$ cat config.mk
export PLATFORM = sky130hd
export DESIGN_NAME = framed_payload_validator_core_flat
export DESIGN_NICKNAME = d
export VERILOG_FILES = /design/src/fpv_pkg.sv /design/src/fpv_if.sv /design/src/framed_payload_validator_core.sv /design/src/fpv_queue.sv /design/src/fpv_front.sv /design/src/fpv_back.sv /design/src/flat_wrapper.sv
export SDC_FILE = /design/constraint.sdc
export NUM_CORES = 1
export LEC_CHECK = 0
export ABC_AREA = 0
export ABC_CLOCK_PERIOD_IN_PS = 15150
export BUFFER_PORTS_ARGS = -buffer_cell sky130_fd_sc_hd__buf_4
export CORE_ASPECT_RATIO = 0.8
export CORE_MARGIN = 4
export CORE_UTILIZATION = 38
export CTS_CLUSTER_SIZE = 40
export DETAILED_ROUTE_END_ITERATION = 12
export HOLD_SLACK_MARGIN = 0.08
export MAX_ROUTING_LAYER = met4
export SLEW_MARGIN = 20
export SYNTH_ARGS = -nofsm -noshare
export SYNTH_HDL_FRONTEND = slang
export SYNTH_HIERARCHICAL = 1
export SYNTH_SLANG_ARGS = --single-unit
$ cat constraint.sdc
create_clock -name clk -period 15.15 [get_ports clk]
set_input_delay 0 -clock clk [delete_from_list [all_inputs] [get_ports clk]]
set_output_delay 0 -clock clk [all_outputs]
set_load 0.01 [all_outputs]
$ cat src/fpv_pkg.sv
// shared types, constants and the byte-wide crc step for the framed payload validator
// no dependencies; every other file imports it
package fpv_pkg;

  // defaults and fixed frame layout
  localparam int unsigned MAX_REQUEST_BYTES_DEF = 65535;
  localparam int unsigned HEADER_BYTES          = 28;
  localparam int unsigned QUEUE_DEPTH           = 4;

  localparam logic [31:0] CRC_POLY      = 32'hEDB8_8320;
  localparam logic [31:0] CRC_INIT      = 32'hFFFF_FFFF;
  localparam logic [7:0]  JSON_OPEN     = 8'h7B;
  localparam logic [31:0] MAGIC_RESET   = 32'h5248_5044;
  localparam logic [31:0] VERSION_RESET = 32'h0000_0001;

  // configuration port
  localparam int unsigned CFG_IDX_W  = 1;
  localparam int unsigned CFG_DATA_W = 32;
  localparam logic [CFG_IDX_W-1:0] CFG_MAGIC   = 1'b0;
  localparam logic [CFG_IDX_W-1:0] CFG_VERSION = 1'b1;

  // verdict codes
  typedef enum logic [2:0] {
    ST_VALID     = 3'd0,
    ST_JSON      = 3'd1,
    ST_TOO_SMALL = 3'd2,
    ST_MAGIC     = 3'd3,
    ST_VERSION   = 3'd4,
    ST_SIZE      = 3'd5,
    ST_CRC       = 3'd6,
    ST_TOO_LONG  = 3'd7
  } status_t;

  // where a byte goes in the back end
  typedef enum logic [2:0] {
    FLD_NONE    = 3'd0,
    FLD_MAGIC   = 3'd1,
    FLD_VERSION = 3'd2,
    FLD_SIZE    = 3'd3,
    FLD_FLAGS   = 3'd4,
    FLD_STAMP   = 3'd5,
    FLD_CRC     = 3'd6,
    FLD_PAYLOAD = 3'd7
  } field_t;

  // classified byte queued between front and back
  typedef struct packed {
    logic [7:0] data;
    field_t     fld;
    logic [2:0] lane;
    logic       last;
    logic       too_long;
    logic       json;
    logic       too_small;
    logic       size_bad;
  } item_t;

  // one verdict
  typedef struct packed {
    status_t     status;
    logic [31:0] payload_size;
    logic [31:0] frame_flags;
    logic [63:0] frame_timestamp;
    logic [31:0] computed_crc;
  } result_t;

  // reflected crc-32, one byte, eight bit steps unrolled
  function automatic logic [31:0] crc_byte(input logic [31:0] crc, input logic [7:0] b);
    logic [31:0] c;
    c = crc ^ {24'd0, b};
    for (int k = 0; k < 8; k++) begin
      c = (c >> 1) ^ (CRC_POLY & {32{c[0]}});
    end
    return c;
  endfunction

endpackage

$ cat src/fpv_if.sv
// valid/ready channel interfaces for request bytes and verdicts
// depends on fpv_pkg
interface fpv_in_if;
  logic       valid;
  logic       ready;
  logic [7:0] data_byte;
  logic       last_byte;

  modport source (output valid, output data_byte, output last_byte, input ready);
  modport sink   (input valid, input data_byte, input last_byte, output ready);
endinterface

interface fpv_out_if;
  import fpv_pkg::*;
  logic        valid;
  logic        ready;
  status_t     status;
  logic [31:0] payload_size;
  logic [31:0] frame_flags;
  logic [63:0] frame_timestamp;
  logic [31:0] computed_crc;

  modport source (output valid, output status, output payload_size, output frame_flags,
                  output frame_timestamp, output computed_crc, input ready);
  modport sink   (input valid, input status, input payload_size, input frame_flags,
                  input frame_timestamp, input computed_crc, output ready);
endinterface

$ cat src/framed_payload_validator_core.sv
// a final byte is queued, then its verdict is registered in the result register
// throughput: one byte per cycle unless the queue is full; byte-wide crc sets the pace
// a waiting verdict stalls only the next final byte; other bytes fill the 4-entry queue
// reset: synchronous active-low rst_n clears the byte count, frame fields and result valid,
// and restores the expected magic and version registers to their defaults
module framed_payload_validator_core #(
  parameter int unsigned MAX_REQUEST_BYTES = fpv_pkg::MAX_REQUEST_BYTES_DEF
) (
  input  logic                             clk,
  input  logic                             rst_n,
  fpv_in_if.sink                           in_ch,
  fpv_out_if.source                        out_ch,
  input  logic                             cfg_we,
  input  logic [fpv_pkg::CFG_IDX_W-1:0]    cfg_index,
  input  logic [fpv_pkg::CFG_DATA_W-1:0]   cfg_wdata
);
  import fpv_pkg::*;

  localparam int unsigned ITEM_W = $bits(item_t);

  logic [31:0] exp_magic_r, exp_version_r;
  logic        push_valid, push_ready, pop_valid, pop_ready;
  item_t       push_item, pop_item;
  logic [ITEM_W-1:0] pop_bits;
  result_t     res;

  // configuration registers
  always_ff @(posedge clk) begin
    if (!rst_n) begin
      exp_magic_r   <= MAGIC_RESET;
      exp_version_r <= VERSION_RESET;
    end else if (cfg_we) begin
      case (cfg_index)
        CFG_MAGIC:   exp_magic_r   <= cfg_wdata;
        CFG_VERSION: exp_version_r <= cfg_wdata;
        default:     exp_magic_r   <= exp_magic_r;
      endcase
    end
  end

  // byte classifier
  fpv_front #(
    .MAX_REQUEST_BYTES(MAX_REQUEST_BYTES)
  ) u_front (
    .clk       (clk),
    .rst_n     (rst_n),
    .in_valid  (in_ch.valid),
    .in_ready  (in_ch.ready),
    .in_data   (in_ch.data_byte),
    .in_last   (in_ch.last_byte),
    .push_valid(push_valid),
    .push_ready(push_ready),
    .push_item (push_item)
  );

  // decoupling queue
  fpv_queue #(
    .WIDTH(ITEM_W),
    .DEPTH(QUEUE_DEPTH)
  ) u_queue (
    .clk       (clk),
    .rst_n     (rst_n),
    .push_valid(push_valid),
    .push_ready(push_ready),
    .push_data (push_item),
    .pop_valid (pop_valid),
    .pop_ready (pop_ready),
    .pop_data  (pop_bits)
  );

  assign pop_item = item_t'(pop_bits);

  // field capture, crc and verdict
  fpv_back u_back (
    .clk        (clk),
    .rst_n      (rst_n),
    .pop_valid  (pop_valid),
    .pop_ready  (pop_ready),
    .pop_item   (pop_item),
    .exp_magic  (exp_magic_r),
    .exp_version(exp_version_r),
    .res_valid  (out_ch.valid),
    .res_ready  (out_ch.ready),
    .res        (res)
  );

  // result channel payload
  assign out_ch.status          = res.status;
  assign out_ch.payload_size    = res.payload_size;
  assign out_ch.frame_flags     = res.frame_flags;
  assign out_ch.frame_timestamp = res.frame_timestamp;
  assign out_ch.computed_crc    = res.computed_crc;

endmodule

$ cat src/fpv_queue.sv
// short flop queue that decouples the classifier from the back end
// depends on fpv_pkg for defaults only
module fpv_queue #(
  parameter int unsigned WIDTH = 8,
  parameter int unsigned DEPTH = fpv_pkg::QUEUE_DEPTH
) (
  input  logic             clk,
  input  logic             rst_n,
  input  logic             push_valid,
  output logic             push_ready,
  input  logic [WIDTH-1:0] push_data,
  output logic             pop_valid,
  input  logic             pop_ready,
  output logic [WIDTH-1:0] pop_data
);
  import fpv_pkg::*;

  localparam int unsigned PTR_W = (DEPTH > 1) ? $clog2(DEPTH) : 1;
  localparam int unsigned CNT_W = $clog2(DEPTH + 1);

  logic [WIDTH-1:0] mem_r [DEPTH];
  logic [PTR_W-1:0] wr_ptr_r, wr_ptr_nxt;
  logic [PTR_W-1:0] rd_ptr_r, rd_ptr_nxt;
  logic [CNT_W-1:0] count_r, count_nxt;
  logic             push, pop;

  assign push_ready = (count_r != CNT_W'(DEPTH));
  assign pop_valid  = (count_r != '0);
  assign pop_data   = mem_r[rd_ptr_r];
  assign push       = push_valid && push_ready;
  assign pop        = pop_valid && pop_ready;

  // pointer and fill count update
  always_comb begin
    wr_ptr_nxt = wr_ptr_r;
    rd_ptr_nxt = rd_ptr_r;
    count_nxt  = count_r;
    if (push) begin
      wr_ptr_nxt = (wr_ptr_r == PTR_W'(DEPTH - 1)) ? '0 : wr_ptr_r + 1'b1;
    end
    if (pop) begin
      rd_ptr_nxt = (rd_ptr_r == PTR_W'(DEPTH - 1)) ? '0 : rd_ptr_r + 1'b1;
    end
    if (push && !pop) begin
      count_nxt = count_r + 1'b1;
    end else if (pop && !push) begin
      count_nxt = count_r - 1'b1;
    end
  end

  always_ff @(posedge clk) begin
    if (!rst_n) begin
      wr_ptr_r <= '0;
      rd_ptr_r <= '0;
      count_r  <= '0;
    end else begin
      wr_ptr_r <= wr_ptr_nxt;
      rd_ptr_r <= rd_ptr_nxt;
      count_r  <= count_nxt;
    end
  end

  // storage, no reset
  always_ff @(posedge clk) begin
    if (push) begin
      mem_r[wr_ptr_r] <= push_data;
    end
  end

endmodule

$ cat src/fpv_front.sv
// front end: counts request bytes, tracks size field, classifies each byte
// depends on fpv_pkg
module fpv_front #(
  parameter int unsigned MAX_REQUEST_BYTES = fpv_pkg::MAX_REQUEST_BYTES_DEF
) (
  input  logic          clk,
  input  logic          rst_n,
  input  logic          in_valid,
  output logic          in_ready,
  input  logic [7:0]    in_data,
  input  logic          in_last,
  output logic          push_valid,
  input  logic          push_ready,
  output fpv_pkg::item_t push_item
);
  import fpv_pkg::*;

  localparam int unsigned CNT_W = $clog2(MAX_REQUEST_BYTES + 1);

  logic [CNT_W-1:0] cnt_r, cnt_nxt, cnt_after;
  logic             ovf_r, ovf_nxt;
  logic             json_r, json_nxt;
  logic [31:0]      size_r, size_nxt;
  logic             drop, in_hdr, take;
  logic [31:0]      pay_idx;
  field_t           fld;

  assign in_ready   = push_ready;
  assign push_valid = in_valid;
  assign take       = in_valid && push_ready;

  // classify the byte by its position in the request
  always_comb begin
    drop    = (cnt_r == CNT_W'(MAX_REQUEST_BYTES));
    in_hdr  = (cnt_r < CNT_W'(HEADER_BYTES));
    pay_idx = 32'(cnt_r) - 32'(HEADER_BYTES);
    fld     = FLD_NONE;
    if (drop) begin
      fld = FLD_NONE;
    end else if (in_hdr) begin
      case (cnt_r[4:2])
        3'd0:    fld = FLD_MAGIC;
        3'd1:    fld = FLD_VERSION;
        3'd2:    fld = FLD_SIZE;
        3'd3:    fld = FLD_FLAGS;
        3'd4:    fld = FLD_STAMP;
        3'd5:    fld = FLD_STAMP;
        3'd6:    fld = FLD_CRC;
        default: fld = FLD_NONE;
      endcase
    end else if (pay_idx < size_r) begin
      fld = FLD_PAYLOAD;
    end
  end

  // running frame state after this byte
  always_comb begin
    size_nxt = size_r;
    if (fld == FLD_SIZE) begin
      size_nxt[8*cnt_r[1:0] +: 8] = in_data;
    end
    ovf_nxt   = ovf_r | drop;
    json_nxt  = json_r | (!drop && (cnt_r == '0) && (in_data == JSON_OPEN));
    cnt_after = drop ? cnt_r : cnt_r + 1'b1;
    cnt_nxt   = cnt_after;
  end

  // queued item; verdict flags matter on the final byte only
  always_comb begin
    push_item.data      = in_data;
    push_item.fld       = fld;
    push_item.lane      = cnt_r[2:0];
    push_item.last      = in_last;
    push_item.too_long  = ovf_nxt;
    push_item.json      = json_nxt;
    push_item.too_small = (cnt_after < CNT_W'(HEADER_BYTES));
    push_item.size_bad  = (size_nxt > (32'(cnt_after) - 32'(HEADER_BYTES)));
  end

  always_ff @(posedge clk) begin
    if (!rst_n) begin
      cnt_r  <= '0;
      ovf_r  <= 1'b0;
      json_r <= 1'b0;
      size_r <= '0;
    end else if (take) begin
      if (in_last) begin
        cnt_r  <= '0;
        ovf_r  <= 1'b0;
        json_r <= 1'b0;
        size_r <= '0;
      end else begin
        cnt_r  <= cnt_nxt;
        ovf_r  <= ovf_nxt;
        json_r <= json_nxt;
        size_r <= size_nxt;
      end
    end
  end

endmodule

$ cat src/fpv_back.sv
// back end: captures header fields, runs the payload crc, forms the verdict
// depends on fpv_pkg
module fpv_back (
  input  logic             clk,
  input  logic             rst_n,
  input  logic             pop_valid,
  output logic             pop_ready,
  input  fpv_pkg::item_t   pop_item,
  input  logic [31:0]      exp_magic,
  input  logic [31:0]      exp_version,
  output logic             res_valid,
  input  logic             res_ready,
  output fpv_pkg::result_t res
);
  import fpv_pkg::*;

  logic [31:0] magic_r, magic_nxt;
  logic [31:0] version_r, version_nxt;
  logic [31:0] size_r, size_nxt;
  logic [31:0] flags_r, flags_nxt;
  logic [63:0] stamp_r, stamp_nxt;
  logic [31:0] crcx_r, crcx_nxt;
  logic [31:0] crc_r, crc_nxt;
  logic        res_valid_r;
  result_t     res_r, res_nxt;
  logic        take;

  assign res_valid = res_valid_r;
  assign res       = res_r;
  // a final byte waits until the result register is free or being drained
  assign pop_ready = !pop_item.last || !res_valid_r || res_ready;
  assign take      = pop_valid && pop_ready;

  // place the byte in its field or feed it to the crc
  always_comb begin
    magic_nxt   = magic_r;
    version_nxt = version_r;
    size_nxt    = size_r;
    flags_nxt   = flags_r;
    stamp_nxt   = stamp_r;
    crcx_nxt    = crcx_r;
    crc_nxt     = crc_r;
    case (pop_item.fld)
      FLD_MAGIC:   magic_nxt[8*pop_item.lane[1:0] +: 8]   = pop_item.data;
      FLD_VERSION: version_nxt[8*pop_item.lane[1:0] +: 8] = pop_item.data;
      FLD_SIZE:    size_nxt[8*pop_item.lane[1:0] +: 8]    = pop_item.data;
      FLD_FLAGS:   flags_nxt[8*pop_item.lane[1:0] +: 8]   = pop_item.data;
      FLD_STAMP:   stamp_nxt[8*pop_item.lane +: 8]        = pop_item.data;
      FLD_CRC:     crcx_nxt[8*pop_item.lane[1:0] +: 8]    = pop_item.data;
      FLD_PAYLOAD: crc_nxt = crc_byte(crc_r, pop_item.data);
      default:     crc_nxt = crc_r;
    endcase
  end

  // verdict in priority order
  always_comb begin
    res_nxt.payload_size    = size_nxt;
    res_nxt.frame_flags     = flags_nxt;
    res_nxt.frame_timestamp = stamp_nxt;
    res_nxt.computed_crc    = ~crc_nxt;
    if (pop_item.too_long) begin
      res_nxt.status = ST_TOO_LONG;
    end else if (pop_item.json) begin
      res_nxt.status = ST_JSON;
    end else if (pop_item.too_small) begin
      res_nxt.status = ST_TOO_SMALL;
    end else if (magic_nxt != exp_magic) begin
      res_nxt.status = ST_MAGIC;
    end else if (version_nxt != exp_version) begin
      res_nxt.status = ST_VERSION;
    end else if (pop_item.size_bad) begin
      res_nxt.status = ST_SIZE;
    end else if (~crc_nxt != crcx_nxt) begin
      res_nxt.status = ST_CRC;
    end else begin
      res_nxt.status = ST_VALID;
    end
  end

  // frame state, cleared after each final byte
  always_ff @(posedge clk) begin
    if (!rst_n) begin
      magic_r   <= '0;
      version_r <= '0;
      size_r    <= '0;
      flags_r   <= '0;
      stamp_r   <= '0;
      crcx_r    <= '0;
      crc_r     <= CRC_INIT;
    end else if (take) begin
      if (pop_item.last) begin
        magic_r   <= '0;
        version_r <= '0;
        size_r    <= '0;
        flags_r   <= '0;
        stamp_r   <= '0;
        crcx_r    <= '0;
        crc_r     <= CRC_INIT;
      end else begin
        magic_r   <= magic_nxt;
        version_r <= version_nxt;
        size_r    <= size_nxt;
        flags_r   <= flags_nxt;
        stamp_r   <= stamp_nxt;
        crcx_r    <= crcx_nxt;
        crc_r     <= crc_nxt;
      end
    end
  end

  // result register handshake
  always_ff @(posedge clk) begin
    if (!rst_n) begin
      res_valid_r <= 1'b0;
    end else if (take && pop_item.last) begin
      res_valid_r <= 1'b1;
    end else if (res_ready) begin
      res_valid_r <= 1'b0;
    end
  end

  // result payload
  always_ff @(posedge clk) begin
    if (take && pop_item.last) begin
      res_r <= res_nxt;
    end
  end

endmodule

$ cat src/flat_wrapper.sv
// flat-port wrapper written by rule: the top's interface ports become plain ports
module framed_payload_validator_core_flat import fpv_pkg::*;
#(
  parameter int unsigned MAX_REQUEST_BYTES = fpv_pkg::MAX_REQUEST_BYTES_DEF
)
  (clk, rst_n, cfg_we, cfg_index, cfg_wdata, in_ch_valid, in_ch_data_byte, in_ch_last_byte, in_ch_ready, out_ch_valid, out_ch_status, out_ch_payload_size, out_ch_frame_flags, out_ch_frame_timestamp, out_ch_computed_crc, out_ch_ready);
  fpv_in_if in_ch_i ();
  fpv_out_if out_ch_i ();
  input  logic clk;
  input  logic rst_n;
  input  logic cfg_we;
  input  logic [fpv_pkg::CFG_IDX_W-1:0] cfg_index;
  input  logic [fpv_pkg::CFG_DATA_W-1:0] cfg_wdata;
  input wire logic [$bits(in_ch_i.valid)-1:0] in_ch_valid;
  input wire logic [$bits(in_ch_i.data_byte)-1:0] in_ch_data_byte;
  input wire logic [$bits(in_ch_i.last_byte)-1:0] in_ch_last_byte;
  output wire logic [$bits(in_ch_i.ready)-1:0] in_ch_ready;
  output wire logic [$bits(out_ch_i.valid)-1:0] out_ch_valid;
  output wire logic [$bits(out_ch_i.status)-1:0] out_ch_status;
  output wire logic [$bits(out_ch_i.payload_size)-1:0] out_ch_payload_size;
  output wire logic [$bits(out_ch_i.frame_flags)-1:0] out_ch_frame_flags;
  output wire logic [$bits(out_ch_i.frame_timestamp)-1:0] out_ch_frame_timestamp;
  output wire logic [$bits(out_ch_i.computed_crc)-1:0] out_ch_computed_crc;
  input wire logic [$bits(out_ch_i.ready)-1:0] out_ch_ready;
  assign in_ch_i.valid = in_ch_valid;
  assign in_ch_i.data_byte = in_ch_data_byte;
  assign in_ch_i.last_byte = in_ch_last_byte;
  assign in_ch_ready = in_ch_i.ready;
  assign out_ch_valid = out_ch_i.valid;
  assign out_ch_status = out_ch_i.status;
  assign out_ch_payload_size = out_ch_i.payload_size;
  assign out_ch_frame_flags = out_ch_i.frame_flags;
  assign out_ch_frame_timestamp = out_ch_i.frame_timestamp;
  assign out_ch_computed_crc = out_ch_i.computed_crc;
  assign out_ch_i.ready = out_ch_ready;
  framed_payload_validator_core #(.MAX_REQUEST_BYTES(MAX_REQUEST_BYTES)) u_core (.clk(clk), .rst_n(rst_n), .in_ch(in_ch_i), .out_ch(out_ch_i), .cfg_we(cfg_we), .cfg_index(cfg_index), .cfg_wdata(cfg_wdata));
endmodule
Word level (Yosys, flattened, before mapping)
Memory sizes are Yosys's and may differ from the RTL's. A register that Yosys moved wholly into a read port is not among the register bits.
Cells that the tools add are included.
- word-level logic and storage cells: 149
- ROM bits: 0
- bits in writable memories: 76
- bits in latches: 0
- register bits after elaboration: 541
- output and inout bits: 165
- memories: 1
- input bits: 47
- memories (name ; depth ; width ; rd ports ; clocked after memory_dff ; write ports ; line ; source):
    u_core.u_queue.mem_r ; 4 ; 19 ; 1 ; 1 ; 1 ; fpv_queue.sv:21 ; logic [WIDTH-1:0] mem_r [DEPTH];
- bitwise logic cells: 13
- $add $sub $neg: 10
- reduce and logical (&&, ||, !) cells: 23
- multiplexer cells: 47
- $lt $le $gt $ge: 4
- equality and inequality tests: 22
- multiply operators: 0
- shifts and indexed selects: 6
- divide/modulo/power cells: 0
- operators with widths (operator ; number):
    32-bit two-way mux ; 14
    31-bit by 32-bit XOR with 32-bit output ; 8
    32-bit bitwise mux ; 6
    64-bit two-way mux ; 2
    32-bit inequality test ; 3
    5-bit negation with 34-bit output ; 2
    8-bit by 34-bit variable shift with 32-bit output, first input constant ; 2
    8-bit by 34-bit indexed part select with 32-bit output ; 2
    64-bit bitwise mux ; 1
    8-bit by 34-bit variable shift with 64-bit output, first input constant ; 1
    8-bit by 34-bit indexed part select with 64-bit output ; 1
    6-bit negation with 34-bit output ; 1
    16-bit by 5-bit subtractor with 17-bit output, second input constant ; 2
    3-bit two-way mux ; 11
    32-bit > comparator ; 1
    16-bit by 5-bit less-than comparator with 1-bit output, second input constant ; 2
    32-bit less-than comparator ; 1
    16-bit two-way mux ; 2
    32-bit inverter ; 1
    32-bit by 8-bit XOR with 32-bit output ; 1
    3-bit equality test, second input constant ; 7
    3-bit one-hot mux with 6 select lines ; 1
    16-bit by 1-bit adder with 16-bit output, second input constant ; 1
    16-bit equality test, second input constant ; 1
    21 further kinds ; 51

Depth between registers and ports, before layout
Gate-level depths: netlist (run 1).
- depth in word-level cells: 18
- mapped depth: 20
- gate-level depth less buffers: 17

Hierarchy
Netlist (run 1), hierarchy kept.
- by module, submodules not included (module ; cells each ; times used ; seq. area each (um^2) ; area each (um^2)):
    fpv_back ; 1918 ; 1 ; 10039.6 ; 20758.7
    fpv_front ; 670 ; 1 ; 1001.0 ; 5187.5
    fpv_queue ; 150 ; 1 ; 2462.4 ; 3225.6
    framed_payload_validator_core ; 259 ; 1 ; 1281.2 ; 2473.6

Worst setup path before layout (run 1)
Ideal clock, no wire load.
- path type: register to register
- start: reg (tool-made name)
- end: reg u_core.u_back.crc_r[10]
- setup slack: 9114 ps
- stages on the path, launching flop included: 11
- required time: 15071 ps
- arrival: 5957 ps
- period minus slack after synthesis: 6036 ps
- path buffers: 5
- setup time: 79 ps
- path through: dfxtp_1 > buf_4 > buf_4 > mux4_2 > clkbuf_1 > nand2_1 > and3_1 > nor2b_1 > clkbuf_1 > clkbuf_1 > o211ai_1
- RTL lines (item ; line ; source):
    end signal, assigned ; fpv_back.sv:106 ; crc_r <= crc_nxt;
    end, declared ; fpv_back.sv:23 ; logic [31:0] crc_r, crc_nxt;

==> impl_metrics.csv, run 1 <==
group,metric,value,unit
timing,slew_viol_final,0,
synth,yosysTopAreaCellShare,24.0,%
global_routing,grtUsageMet3,3.62,%
global_routing,grt_use_met1,32.5,%
synth,yosys.area_share.adder,3.50,%
synth,synth_area_per_cell,10.6,µm²
layout,design_area,0.0367,mm²
synth,synth-simple-area-share,16.2,%
critical_path,crit_cells,14,
global_routing,grt_pass1_wl,139000,µm
floorplanning,die_x,331,µm
synth,yosys_warnings,6,
timing,hold_viol_final,0,
power,p_per_area,191,mW/mm²
critical_path,cpPeakStageDelay,850,ps
synth,muxShareOfSynthArea,8.30,%
synth,ys_top_cells_by_count,"dfxtp_1, nand2_1, nor2b_1",
flow_run,cap_viol_max_count,0,
critical_path,cp_num_buf_inv,4,
critical_path,path_delay_family,"simple AND/OR/NAND/NOR gates",
power,leakagePower,13.2,nW
hold_path,hold_depth,4,
global_routing,gr-total-overflow,0,
timing,setup_violations,0,
placed_design,place_ws,9470,ps
clocking,cts_tree,"built",
floorplanning,initial_utilization,38.4,%
placed_design,place_congestion,0.905,
critical_path,criticalPathCategory,"register to register",
synth,synth_edf_count,239,
floorplanning,num_rows,94,
floorplanning,dieArea,0.0880,mm²
synth,ys.flop_type,"dfxtp_1",
synth,synth_top_area_cell,"dfxtp_1",
clocking,clockBufferDepth,3,
detailed_routing,drt.antenna.violating_nets,0,
clocking,htree_levels,3,
floorplanning,coreArea,0.0824,mm²
detailed_routing,dr.pass1.iters,5,
detailed_routing,vias_per_cell,5.49,
synth,ys_seq_area_share,46.7,%
critical_path,crit_slowest_cell,"nor4bb_1",
layout,fillers,7730,
detailed_routing,vias,23566,
timing,setup_ws,9430,ps
critical_path,critPathMostFrequentCell,"buf_4",
hold_path,hp-class,"primary input to register",
detailed_routing,finalWirelength,93200,µm
detailed_routing,drtIter0Drc,2358,
critical_path,cp-start-kind,"register",
timing,setup_tns,0,ps
synth,post-synth-top-count-cell,"dfxtp_1",
timing,relSlewSlack,22.3,%
synth,ys_ff_latch,619,
timing,rsz0062_at_grt,"false",
detailed_routing,post-route-drc-count,0,
layout,final-seq-area,0.0148,mm²
clocking,numCtsBuffers,69,
critical_path,r2r_end,"u_core/u_back/res[161]",
clocking,clock-sinks,619,
synth,synth_nets,3132,
critical_path,end_kind,"register",
placed_design,hpwl,64700,µm
global_routing,grt_pass1_vias,21495,
power,peakVddDrop,0.000130,V
critical_path,r2r_cells,14,
timing,period_share,37.8,%
global_routing,grt_antenna_before_repair,2,
critical_path,regToRegSetupSlack,9430,ps
clocking,clk_latency,620,ps
clocking,root_buffer,"clkbuf_16",
layout,nNetsFinal,3269,
layout,syn_to_final_growth,15.9,%
timing,tightest_slew,1160,ps
layout,num_antenna_cells,0,
synth,synth_top_family_by_area,"simple AND/OR/NAND/NOR gates",
synth,syn_area,0.0316,mm²
synth,synth_compound_area_share,13.6,%
synth,ys_types,99,
global_routing,track_usage,21.2,%
global_routing,grt_busiest_layer,"met1",
timing,clock_skew,39.7,ps
synth,synthCells,2997,
critical_path,required,15470,ps
detailed_routing,wl_per_cell,21.7,µm
clocking,cts_setup_buffers,0,
critical_path,worstPathArrival,6040,ps
floorplanning,dieHeight,266,µm
placed_design,dpl_cell_area,0.0339,mm²
global_routing,grtUsageMet2,28.8,%
floorplanning,num_io_pins,212,
run_status,status,"finished, final reports clean",
synth,synthXorXnorAreaFrac,7.19,%
timing,post-route-min-period,5720,ps
global_routing,grt_max_degree,110,
placed_design,portBuffers,211,
synth,netlist_top_cells_area,"dfxtp_1, edfxtp_1, mux2i_1",
clocking,clk_pin_slew,60,ps
critical_path,cp-endpoint,"u_core/u_back/res[161]",
synth,async_reset_ff_share,0,%
critical_path,crit_fanout,52,
critical_path,worstPathCellList,"buf_4 > mux4_2 > buf_4 > clkinv_1 > ha_1 > buf_4 > nor4bb_1 > mux2i_1 > xnor2_1 > nor4_1 > nand4_1 > or3_1 > nor4_2 > a221oi_1",
layout,multi_input_area,0.0156,mm²
timing,fmax,0.175,GHz
layout,drive_above_1_share,16.1,%
timing,timing.hold.ws,230,ps
## layout make-up
class | count | share of cell area [%]
Multi-Input combinational cell | 2065 | 42.4
Sequential cell | 619 | 40.3
Timing Repair Buffer | 301 | 6.56
Clock buffer | 88 | 5.24
Tap cell | 1104 | 3.77
Clock inverter | 37 | 0.924
Inverter | 78 | 0.798
## where the power goes
group          switching [W]  internal [W]  leakage, nW  total (W)
registers           0.000149       0.00207         5.33    0.00222
clock network       0.000706      0.000973         1.11    0.00168
logic                0.00195       0.00117         6.72    0.00311
total                0.00280       0.00421         13.2    0.00701
## cell usage in the layout (no fill, tap or decap), types with 11 or more instances in the layout
master and count:
mux2_2 57, nor3_1 18, o21ai_1 23, clkinv_2 18, and3_1 11, nor2_1 81
dfxtp_1 380, xnor2_1 119, o211ai_1 49, inv_1 77, a32oi_1 45, a22oi_1 180
nand3_1 26, nor4bb_2 11, dlygate4sd3_1 55, o21ai_0 131, xor3_1 12, mux4_2 19
o22ai_1 26, nand2_1 318, and2_1 19, nor3b_1 15, a21o_1 25, nand2b_1 17
nor4_1 26, nand4_1 37, mux2i_1 154, ha_1 86, xnor3_1 16, nor2b_1 244
a22o_1 23, xor2_1 23, nand3b_1 13, a21oi_1 51, edfxtp_1 239, buf_4 245
clkbuf_16 71
## state kept, by name (all words and copies together), names as in the netlist, named ones only
register                 flops
u_core/u_back/size_r        32
u_core/u_queue/wr_ptr_r      2
u_core/u_front/cnt_r        16
u_core/u_queue/count_r       3
u_core/u_front/size_r       32
u_core/u_back/crc_r         32
u_core/exp_version_r        32
u_core/u_queue/mem_r        76
u_core/u_front/json_r        1
u_core/u_queue/rd_ptr_r      2
u_core/u_back/flags_r       32
u_core/exp_magic_r          32
u_core/u_back/res          163
u_core/u_back/res_valid      1
u_core/u_front/ovf_r         1
u_core/u_back/stamp_r       64
u_core/u_back/version_r     32
u_core/u_back/magic_r       32
u_core/u_back/crcx_r        32
## how the worst min path moves through the flow
| stage | startpoint | end | slack (ps) |
|---|---|---|---|
| after global placement | cfg_wdata[30] | u_core/exp_version_r[30] | 250 |
| after detailed placement | cfg_wdata[30] | u_core/exp_version_r[30] | 260 |
| after floorplan | in_ch_data_byte[0] | u_core/u_front/size_r[16] | 130 |
| after global routing | cfg_wdata[22] | u_core/exp_magic_r[22] | 230 |
| after CTS | cfg_wdata[30] | u_core/exp_magic_r[30] | 190 |
| final | cfg_wdata[23] | u_core/exp_version_r[23] | 230 |
## worst min-delay path, stage by stage
cell           delay (ps)
dlygate4sd3_1         520
buf_4                 100
nand2_1                60
mux2i_1               110
## metal layers
layer	up-vias	routed length, µm
met5	-	0
met4	0	1920
met3	123	7150
met2	845	39200
met1	11437	44900
li1	11161	-
## logic make-up after synthesis
kind of cell    Yosys count
xor+xnor                187
mux                     231
fa+ha+maj                88
buf+inv                 313
flops                   619
compound gates          626
simple gates            933
## what timing repair did
| action | 4_1_cts | 5_1_grt |
|---|---|---|
| hold buffers | 55 | 0 |
| endpoints found under the hold margin | 182 | 0 |
| gates resized for setup | 0 | 0 |
## through the flow
stage                     std cells  utilization (%)  total power, W
after floorplan                2997                -         0.00426
after global placement         4112             41.1         0.00532
after detailed placement       4112             41.1         0.00532
after CTS                      4292             44.5         0.00703
after global routing           4292             44.5         0.00735
final                          4292             44.5         0.00701
Power figures use the tool's default switching activity.
==> inputs of run 2 (changes only) <==
--- a/config.mk
+++ b/config.mk
@@ -6,7 +6,7 @@
 export NUM_CORES = 1
 export LEC_CHECK = 0
 export ABC_AREA = 0
-export ABC_CLOCK_PERIOD_IN_PS = 15150
+export ABC_CLOCK_PERIOD_IN_PS = 5000
 export BUFFER_PORTS_ARGS = -buffer_cell sky130_fd_sc_hd__buf_4
 export CORE_ASPECT_RATIO = 0.8
 export CORE_MARGIN = 4
==> constraint.sdc (replaced) <==
create_clock -name clk -period 5 [get_ports clk]
set_input_delay 0 -clock clk [delete_from_list [all_inputs] [get_ports clk]]
set_output_delay 0 -clock clk [all_outputs]
set_load 0.01 [all_outputs]
==> run 2 against run 1 <==
Utilization rose by 0.95 points. Die area did not move. Clock skew fell by 13 ps. Hold slack got worse by 14 ps. Cell area rose by 2.1%. Critical path depth fell by 3. Sequential power rose to 3.0 times the previous value. Largest cell class unchanged. Total power rose to 3.1 times the previous value. Critical path type unchanged. Global-route usage rose by 0.33 points.
==> impl_metrics.csv, run 2 (synthesis gave the netlist of run 1 again) <==
group,metric,value,unit
floorplanning,initial_utilization,38.4,%
layout,final_common_cell,"dfxtp_1",
detailed_routing,drtIter0Drc,2468,
global_routing,grt_pass1_wl,142000,µm
layout,syn_to_final_growth,18.4,%
global_routing,grt_antenna_before_repair,0,
run_status,status,"finished, final reports clean",
global_routing,track_usage,21.5,%
timing,clock_skew,27.1,ps
layout,drive_above_1_share,17.8,%
layout,largest_reg_flops,163,
clocking,clock-sinks,619,
clocking,numCtsBuffers,68,
critical_path,cpPeakStageDelay,840,ps
critical_path,cp-start-kind,"register",
critical_path,critPathMostFrequentCell,"buf_4",
timing,setup_ws,178,ps
floorplanning,num_rows,94,
critical_path,crit_fanout,13,
timing,fmax,0.207,GHz
clocking,root_buffer,"clkbuf_16",
power,peakVddDrop,0.000511,V
critical_path,worstPathArrival,5150,ps
critical_path,path_delay_family,"XOR/XNOR gates",
clocking,cts_tree,"built",
timing,post-route-min-period,4820,ps
layout,layout_common_cells,"dfxtp_1, nand2_1, buf_4",
placed_design,place_congestion,0.919,
clocking,htree_levels,3,
timing,slew_viol_final,0,
floorplanning,dieHeight,266,µm
detailed_routing,wl_per_cell,21.7,µm
layout,num_antenna_cells,0,
clocking,clk_pin_slew,60,ps
floorplanning,coreArea,0.0824,mm²
critical_path,end_kind,"register",
timing,setup_tns,0,ps
flow_run,cap_viol_max_count,0,
timing,rsz0062_at_grt,"false",
power,leakagePower,13.6,nW
placed_design,hpwl,66900,µm
power,finalPower,0.0217,W
critical_path,required,5330,ps
global_routing,gr-total-overflow,0,
timing,period_share,96.4,%
detailed_routing,post-route-drc-count,0,
timing,tightest_slew,1110,ps
global_routing,grt_max_degree,195,
placed_design,dpl_cell_area,0.0344,mm²
layout,final_util,45.4,%
clocking,clockBufferDepth,3,
detailed_routing,drt.antenna.violating_nets,0,
detailed_routing,finalWirelength,94800,µm
placed_design,place_ws,263,ps
floorplanning,die_x,331,µm
timing,relSlewSlack,25.9,%
critical_path,cp_num_buf_inv,2,
hold_path,hp-class,"primary input to register",
critical_path,criticalPathCategory,"register to register",
timing,setup_violations,0,
floorplanning,dieArea,0.0880,mm²
placed_design,portBuffers,211,
detailed_routing,vias,23956,
detailed_routing,vias_per_cell,5.48,
clocking,clk_latency,620,ps
detailed_routing,dr.pass1.iters,6,
power,p_per_area,578,mW/mm²
critical_path,worstPathCellList,"buf_4 > mux4_2 > xnor2_4 > xor2_2 > xnor3_1 > xnor2_2 > a211oi_1 > a31oi_1 > nor4_2 > buf_4 > a41oi_1",
timing,hold_viol_final,0,
layout,nNetsFinal,3347,
floorplanning,num_io_pins,212,
global_routing,grt_pass1_vias,22221,
layout,design_area,0.0375,mm²
critical_path,crit_slowest_cell,"mux4_2",
## run 2: cell types whose count changed in the layout (fill, tap and decap cells not counted), moves of 2 or more
cell,previous run,this run
buf_4,245,310
dlygate4sd3_1,55,64
bufinv_16,4,10
clkinv_2,18,12
buf_12,0,4
clkbuf_8,8,4
clkbuf_1,9,12
clkbuf_16,71,69
## run 2: final timing paths
kind,start,endpoint,slack (ps),cells past startpoint
worst max-delay path,register,u_core/u_back/res[162],180,11
worst min-delay path,cfg_wdata[19],u_core/exp_magic_r[19],220,4
worst max register to register,register,u_core/u_back/res[162],180,11
worst min register to register,u_core/exp_version_r[25],u_core/exp_version_r[25],480,2
## run 2: routing by layer
metal	up-vias	routed length [µm]	track usage, %	part of all wire, %
met3	124	6800	3.85	7.2
li1	11329	-	-	-
met2	810	39700	29.7	42
met1	11693	46300	32.5	49
met5	-	0	-	0
met4	0	1950	5.14	2.1
## run 2: area by class of cell
cell class	instances	area (µm²)
timing repair buffer	380	3090
clock buffer	85	1830
multi-input combinational	2065	15600
tap	1104	1380
inverter	78	293
sequential	619	14800
clock inverter	39	537
fill	7637	45000
## run 2: what timing repair did
action / in CTS / in global routing
setup buffers: 0 / 3
hold buffers: 64 / 0
gates resized for setup: 0 / 6
endpoints found under the hold margin: 175 / 0
setup endpoints to repair: 0 / 6
## run 2: report_power, final
group          internal [W]  switching (W)  leakage [nW]
Clock               0.00315        0.00216          1.15
Combinational       0.00373        0.00589          7.14
Sequential          0.00626       0.000467          5.33
## run 2: worst min-delay path, cell delays in order
cell and delay [ps]:
dlygate4sd3_1 530, buf_4 110, nand3b_1 70, o211ai_1 80
## run 2: stage by stage
stage	cells	hold WS, ps
floorplan	2997	125
global placement	4178	255
detailed placement	4178	254
CTS	4366	181
global route	4370	221
finish	4370	216
